--- src/hdl/lws_pkg.sv ---
// lws_pkg: shared types and constants for the latency window statistics block
// no dependencies; imported by lws_ctrl, lws_datapath and latency_window_stats_core
package lws_pkg;

    localparam int TIME_W = 48;
    localparam int LAT_W  = 40;

    // sentinels that min and max start from: ten million ms and minus one ms
    localparam logic signed [LAT_W-1:0] LOW_START  = 40'sd10000000000;
    localparam logic signed [LAT_W-1:0] HIGH_START = -40'sd1000;

    typedef enum logic [2:0] {
        ST_IDLE,
        ST_UPDATE,
        ST_PREP,
        ST_DIV,
        ST_OUT
    } lws_state_t;

    typedef struct packed {
        logic capture;
        logic update;
        logic div_init;
        logic div_step;
        logic load_out;
    } lws_cmd_t;

endpackage

--- src/hdl/lws_ctrl.sv ---
// lws_ctrl: sequencing state machine for the latency window statistics block
// depends on lws_pkg; drives the datapath through lws_cmd_t
module lws_ctrl
    import lws_pkg::*;
#(
    parameter int DIV_STEPS = 47
) (
    input  logic     aclk,
    input  logic     aresetn,
    input  logic     s_valid,
    output logic     s_ready,
    output logic     m_valid,
    input  logic     m_ready,
    output lws_cmd_t cmd
);

    localparam int CNT_W = $clog2(DIV_STEPS);
    localparam logic [CNT_W-1:0] STEP_LAST = CNT_W'(DIV_STEPS - 1);

    lws_state_t       state_reg, state_next;
    logic [CNT_W-1:0] step_reg, step_next;
    logic             m_valid_reg, m_valid_next;

    // next state
    always_comb begin
        state_next = state_reg;
        case (state_reg)
            ST_IDLE:   if (s_valid) state_next = ST_UPDATE;
            ST_UPDATE: state_next = ST_PREP;
            ST_PREP:   state_next = ST_DIV;
            ST_DIV:    if (step_reg == '0) state_next = ST_OUT;
            ST_OUT:    if (!m_valid_reg || m_ready) state_next = ST_IDLE;
            default:   state_next = ST_IDLE;
        endcase
    end

    // outputs
    always_comb begin
        cmd          = '0;
        s_ready      = 1'b0;
        step_next    = step_reg;
        case (state_reg)
            ST_IDLE: begin
                s_ready     = 1'b1;
                cmd.capture = s_valid;
            end
            ST_UPDATE: cmd.update = 1'b1;
            ST_PREP: begin
                cmd.div_init = 1'b1;
                step_next    = STEP_LAST;
            end
            ST_DIV: begin
                cmd.div_step = 1'b1;
                step_next    = step_reg - 1'b1;
            end
            ST_OUT:  cmd.load_out = !m_valid_reg || m_ready;
            default: cmd = '0;
        endcase
    end

    always_comb begin
        m_valid_next = m_valid_reg;
        if (cmd.load_out) begin
            m_valid_next = 1'b1;
        end else if (m_ready) begin
            m_valid_next = 1'b0;
        end
    end

    assign m_valid = m_valid_reg;

    always_ff @(posedge aclk) begin
        if (!aresetn) begin
            state_reg   <= ST_IDLE;
            step_reg    <= '0;
            m_valid_reg <= 1'b0;
        end else begin
            state_reg   <= state_next;
            step_reg    <= step_next;
            m_valid_reg <= m_valid_next;
        end
    end

endmodule

--- config.mk ---
export PLATFORM = sky130hd
export DESIGN_NAME = lws_ctrl
export DESIGN_NICKNAME = d
export VERILOG_FILES = /design/src/hdl/lws_pkg.sv /design/src/hdl/lws_ctrl.sv
export SDC_FILE = /design/constraint.sdc
export NUM_CORES = 1
export LEC_CHECK = 0
export BUFFER_PORTS_ARGS = -buffer_cell sky130_fd_sc_hd__buf_2
export CAP_MARGIN = 0
export CORE_AREA = 2 2 39 41
export DETAILED_ROUTE_END_ITERATION = 8
export DIE_AREA = 0 0 41 43
export PLACE_DENSITY = 0.69
export SYNTH_ARGS = -nofsm -noshare
export SYNTH_HDL_FRONTEND = slang
export SYNTH_SLANG_ARGS = --single-unit
--- constraint.sdc ---
create_clock -name aclk -period 1.6 [get_ports aclk]
set_clock_uncertainty 0.2 [all_clocks]
set_input_delay 0.08 -clock aclk [delete_from_list [all_inputs] [get_ports aclk]]
set_output_delay 0.08 -clock aclk [all_outputs]
set_load 0.02 [all_outputs]
* Word-level counts from Yosys, hierarchy flattened
Index checks and enable logic that the tools add are counted.
Cells by class: $add $sub $neg 1, eq/ne operators 7, multiplexer cells 13, reduce and logical (&&, ||, !) cells 7
Operators with widths (number):
- one-hot mux 3 bit (5 select lines) | 1
- one-hot mux 6 bit (2 select lines) | 1
- 2-to-1 mux 3 bit | 3
- 2-to-1 mux 1 bit | 8
- == test 3 x 2 -> 1 bit (second input constant) | 2
- zero test 6 bit | 1
- inequality test 2 bit (second input constant) | 3
- subtractor 6 x 1 -> 6 bit (second input constant) | 1
- nonzero test 2 bit | 2
- == test 3 x 1 -> 1 bit (second input constant) | 1
- == test 3 bit (second input constant) | 1
- zero test 3 bit | 1
- AND reduction 3 bit | 1
- zero test 1 bit | 1
- logical OR 1 bit | 1
Storage, ports and cells: register bits after elaboration 10, input port bits 4, word-level logic and storage cells 31

* Logic depth before layout (Yosys ltp)
Gate-level depths: netlist of run 1.
word-level depth 4, gate-level depth with buffers 5

* Least setup slack after synthesis of run 1
No wires, ideal clock.
path kind reg-to-output, start register state_reg[0], end output cmd[4] (netlist name), data arrival time 1.394 ns, slack -0.074 ns, cell stages (with the launch flop) 4, cells stage by stage dfxtp_1 clkbuf_1 nor3_1 and2_1
RTL lines:
- from (decl) | line lws_ctrl.sv:20 | lws_state_t state_reg, state_next;
- from (signal assigned) | line lws_ctrl.sv:78 | state_reg <= state_next;
- to (decl) | line lws_ctrl.sv:14 | output lws_cmd_t cmd

==> flow_metrics.py, run 1 <==
metrics = {
    "final_layout": {
        "final_net_count": 91,
        "seqCellArea_um2": 209,
        "largest_reg_flops": 6,
        "drive_gt1_frac": 0.369,
        "diodes": 0,
        "fillers": 128,
        "area_delta_synth_final_pct": 31.9,
        "design_area_um2": 776,
        "multi_input_area_um2": 353,
    },
    "critical_path": {
        "r2r_slack_ns": 0.08,
        "reg2reg_to": "step_reg[4]",
        "critPathMaxFanout": 10,
        "arrival_ns": 1.25,
        "critPathKind": "flip-flop to output pin",
        "reg2reg_depth": 5,
        "endpoint_kind": "output pin",
        "startpoint_type": "flip-flop",
        "timing.rr.start": "step_reg[0]",
        "cp.required_ns": 1.32,
    },
    "route": {
        "drt-vias-per-instance": 5.60,
        "ant_nets": 0,
        "avgRoutedWirePerCell_um": 13.4,
        "wl_met1_um": 605,
        "drt_pass1_iterations": 4,
        "remaining_drc_errors": 0,
        "maxUsedRoutingLayer": "met3",
        "met3_length_um": 70,
        "vias": 560,
        "wirelength_um": 1340,
        "wl_met2_um": 662,
        "dr.first_iter.drc_count": 15,
    },
    "grt": {
        "grt_pass1_vias": 489,
        "grt_overflow": 0,
        "grtUsageTotal": 0.163,
        "antenna_found_initial": 0,
        "grt_max_degree": 12,
        "grt_pass1_wl_um": 1990,
    },
    "floorplan": {
        "die_w_um": 41,
        "die_area_um2": 1760,
        "start_util": 0.425,
        "die_y_um": 43,
        "row_count": 14,
        "core_um2": 1380,
        "ioPinCount": 11,
    },
    "placed_design": {
        "gp_congestion": 0.767,
        "io_buffer_count": 10,
        "hpwlAfterDp_um": 884,
        "dpl_cell_area_um2": 648,
    },
    "run": {
        "drv_cap": 0,
    },
    "sta": {
        "relSlewSlack": 0.699,
        "fmax_ghz": 0.652,
        "fin_crit_ns": 1.53,
        "period_share": 0.958,
        "finalHoldViolations": 0,
        "setup_violations": 0,
        "worst_pin_slew_ns": 0.448,
        "maxSlewViolCount": 0,
    },
    "synth": {
        "synth-edff-count": 0,
        "ys_top_cells_by_area": "dfxtp_1 (34%), buf_6 (5.7%), a211oi_1 (5.1%)",
        "synth.most_common_cell": "dfxtp_1",
        "ys_top_cells_by_count": "dfxtp_1 (10), inv_1 (6), nor3_1 (5)",
        "syn_area_um2": 588,
        "ys_ff_latch": 10,
        "syn_inst": 67,
        "ys_warn_count": 0,
        "synth_area_per_cell_um2": 8.78,
        "syn_nets": 73,
        "async_flop_share": 0,
        "ys_types": 30,
        "synth_flop_cell": "dfxtp_1",
        "synth_area_leader_cell": "dfxtp_1",
        "synth_top_area_frac": 0.340,
        "yosysSeqAreaShare": 0.340,
    },
    "power_and_ir_drop": {
        "power.leakage_nw": 0.316,
        "power_w": 0.00101,
        "vdd_drop_max_mv": 0.703,
        "power_density_nw_per_um2": 1300,
    },
    "clock_network": {
        "cts.sink_count": 10,
        "cts-root-buf": "clkbuf_4",
        "clkLatencyLatePin_ns": 0.26,
        "numCtsBuffers": 3,
        "clockBufferDepth": 2,
        "cts_tree": "done",
        "clk_pin_slew_ns": 0.07,
        "htreeDepth": 1,
    },
    "hold_path": {
        "min_from": "m_valid",
        "hold_class": "flip-flop to flip-flop",
        "holdPathStages": 2,
        "holdPathEnd": "m_valid",
    },
    "outcome": {
        "outcome": "completed",
    },
}
kinds of logic after synthesis:
kind of cell,Yosys count,share of synthesized area
AOI/OAI and AO/OA,14,0.183
buffers and inverters,11,0.115
DFF,10,0.340
adders and majority gates,2,0.0425
and+or+nand+nor,30,0.319
timing repair:
| item | 4_1_cts | 5_1_grt |
|---|---|---|
| hold buffers | 3 | 0 |
| gates resized for setup | 2 | 12 |
| buffers inserted | 0 | 1 |
| endpoints found under the setup margin | 2 | 5 |
| endpoints found under the hold margin | 5 | 0 |
where the power goes:
group / internal [W] / switching, W / total (W) / leakage [nW]
registers: 0.000299 / 0.0000553 / 0.000354 / 0.0841
clock network: 0.000138 / 0.0000895 / 0.000228 / 0.0210
logic: 0.000195 / 0.000230 / 0.000426 / 0.210
cells in the final DEF, fill, tap and decap left out, drive strengths merged:
master	synthesis	routed
nand4	1	1
a31oi	1	1
and4b	1	1
buf	4	15
nor4	1	1
nor2b	1	1
dlygate4sd3	0	3
o32ai	1	1
nand2b	2	2
a2111oi	1	1
a21oi	4	4
nand2	2	2
nand3	2	2
nor3	5	5
and4	2	2
nor2	4	4
nor3b	3	3
clkbuf	1	4
a311oi	2	2
or3	1	1
a211oi	4	4
dfxtp	10	10
and2b	1	1
and2	2	2
and3	1	1
ha	2	2
inv	6	6
nand3b	1	1
a41o	1	1
cell type report:
class / instances / share of cell area
clock buffer: 4 / 0.0468
tap: 16 / 0.0258
sequential: 10 / 0.269
inverter: 6 / 0.0290
multi-input combinational: 46 / 0.455
timing repair buffer: 18 / 0.174
how the worst max path moves through the flow:
| stage | from | cells past startpoint | to |
|---|---|---|---|
| 2_1_floorplan | state_reg[0] | 2 | cmd[3] |
| 3_3_place_gp | step_reg[0] | 5 | step_reg[4] |
| 3_5_place_dp | step_reg[0] | 5 | step_reg[4] |
| 4_1_cts | step_reg[0] | 5 | step_reg[4] |
| 5_1_grt | state_reg[1] | 4 | cmd[4] |
| 6_report | state_reg[2] | 3 | cmd[1] |
routing by layer:
layer  vias up  global-route usage
li1        278                   -
met1       266               0.194
met2        16               0.253
met3         0              0.0785
met4         0              0.0400
met5         -                   0
worst max-delay path, stage by stage, from the launching register on:
cell	delay, ns
dfxtp_2	0.37
and2b_2	0.29
and2_1	0.17
buf_2	0.15
through the flow:
| stage | hold slack, ns | cells | setup slack, ns | setup TNS, ns | util |
|---|---|---|---|---|---|
| 2_1_floorplan | 0.0348 | 67 | 0.0904 | 0 | - |
| 3_5_place_dp | 0.169 | 92 | 0.0139 | 0 | 0.468 |
| 3_3_place_gp | 0.169 | 92 | 0.0713 | 0 | 0.468 |
| 4_1_cts | 0.283 | 99 | 0.00161 | 0 | 0.519 |
| 6_report | 0.282 | 100 | 0.0665 | 0 | 0.561 |
| 5_1_grt | 0.328 | 100 | -0.0329 | -0.0329 | 0.561 |
Note: power is estimated with default switching activity, not from simulation.
==> inputs of run 2 (changes only) <==
--- a/config.mk
+++ b/config.mk
@@ -11,6 +11,8 @@
 export DETAILED_ROUTE_END_ITERATION = 8
 export DIE_AREA = 0 0 41 43
 export PLACE_DENSITY = 0.69
+export REMOVE_ABC_BUFFERS = 1
+export SKIP_CTS_REPAIR_TIMING = 1
 export SYNTH_ARGS = -nofsm -noshare
 export SYNTH_HDL_FRONTEND = slang
 export SYNTH_SLANG_ARGS = --single-unit
==> flow_metrics.py, run 2 (synthesized netlist as in run 1, its figures left out) <==
metrics = {
    "grt": {
        "antenna_found_initial": 0,
        "grtUsageTotal": 0.162,
        "grt_overflow": 0,
        "grt_pass1_vias": 454,
        "grt_pass1_wl_um": 1920,
        "grt_max_degree": 13,
    },
    "sta": {
        "period_share": 0.956,
        "rsz0062_at_grt": "no",
        "maxSlewViolCount": 0,
        "fmax_ghz": 0.653,
        "fin_crit_ns": 1.53,
        "relSlewSlack": 0.711,
        "finalHoldViolations": 0,
        "worst_pin_slew_ns": 0.431,
        "setup_violations": 0,
    },
    "placed_design": {
        "hpwlAfterDp_um": 875,
        "io_buffer_count": 10,
        "gp_congestion": 0.802,
        "dpl_cell_area_um2": 628,
        "placedCellCount": 90,
    },
    "route": {
        "avgRoutedWirePerCell_um": 13.1,
        "drt-vias-per-instance": 5.52,
        "ant_nets": 0,
        "vias": 552,
        "remaining_drc_errors": 0,
        "dr.first_iter.drc_count": 9,
        "wirelength_um": 1310,
        "drt_pass1_iterations": 2,
    },
    "critical_path": {
        "cp.required_ns": 1.32,
        "endpoint_kind": "output pin",
        "critPathMaxFanout": 10,
        "arrival_ns": 1.25,
        "startpoint_type": "flip-flop",
        "critPathKind": "flip-flop to output pin",
    },
    "run": {
        "drv_cap": 0,
    },
    "hold_path": {
        "hold_class": "flip-flop to flip-flop",
    },
    "floorplan": {
        "row_count": 14,
        "die_y_um": 43,
        "start_util": 0.425,
        "die_area_um2": 1760,
        "ioPinCount": 11,
        "core_um2": 1380,
        "die_w_um": 41,
    },
    "clock_network": {
        "cts.sink_count": 10,
        "cts-root-buf": "clkbuf_4",
        "clkLatencyLatePin_ns": 0.27,
        "htreeDepth": 1,
        "clk_pin_slew_ns": 0.07,
        "clockBufferDepth": 2,
        "cts_tree": "done",
        "numCtsBuffers": 3,
    },
    "final_layout": {
        "final_net_count": 91,
        "area_delta_synth_final_pct": 28.1,
        "instances_no_fill": 100,
        "layout_commonest_cell": "buf_2",
        "largest_reg_flops": 6,
        "final_cell_mix": "buf_2 (10), inv_1 (6), dfxtp_1 (5), buf_4 (5)",
        "design_area_um2": 753,
        "drive_gt1_frac": 0.357,
        "diodes": 0,
    },
    "power_and_ir_drop": {
        "power_density_nw_per_um2": 1290,
        "vdd_drop_max_mv": 0.610,
        "power.leakage_nw": 0.310,
    },
    "outcome": {
        "outcome": "completed",
    },
}
==> run 2: cell counts in the layout (fill, tap and decap cells not counted) <==
No cell type changed its count.
==> run 2: worst max-delay path, stage by stage (launching register included) <==
cell	delay, ns
dfxtp_2	0.37
and2b_2	0.29
and2_1	0.17
buf_2	0.15
==> run 2: routing by layer <==
metal  global-route usage  wire, µm  part of all wire  up-vias
li1                     -         -                 -      280
met1                0.210       606              0.46      261
met2                0.234       641              0.49       11
met3               0.0785        57             0.044        0
met4               0.0400         0                 0        0
met5                    0         0                 0        -
==> run 2: final cells by class <==
cell class / count / area, µm²
fillers: 133 / 631
multi-input cells: 46 / 348
flip-flops and latches: 10 / 209
repair buffers: 18 / 118
clock buffers: 4 / 36.3
inverters: 6 / 22.5
well taps: 16 / 20.0
==> run 2: final timing paths <==
path	startpoint	to	slack, ns	cells past startpoint
min reg2reg	m_valid	m_valid	0.29	2
min	m_valid	m_valid	0.29	2
max reg2reg	step_reg[0]	step_reg[4]	0.11	5
max	state_reg[2]	cmd[1]	0.07	3
==> run 2: metrics by stage <==
step	power (W)	utilization	TNS [ns]	hold WS [ns]	setup WS, ns
after CTS	0.000927	0.480	-0.207	-0.124	-0.105
final	0.000975	0.544	0	0.291	0.0697
after detailed placement	0.000687	0.454	0	0.173	0.0140
after global placement	0.000678	0.454	0	0.167	0.0776
after floorplan	0.000582	-	0	0.0349	0.0279
after global routing	0.00104	0.544	0	0.325	0.00899
==> run 2: where the power goes <==
| group | leakage [nW] | internal, W | switching, W |
|---|---|---|---|
| clock | 0.0210 | 0.000138 | 0.0000998 |
| sequential | 0.0841 | 0.000299 | 0.0000686 |
| combinational | 0.205 | 0.000168 | 0.000201 |
| total | 0.310 | 0.000605 | 0.000370 |
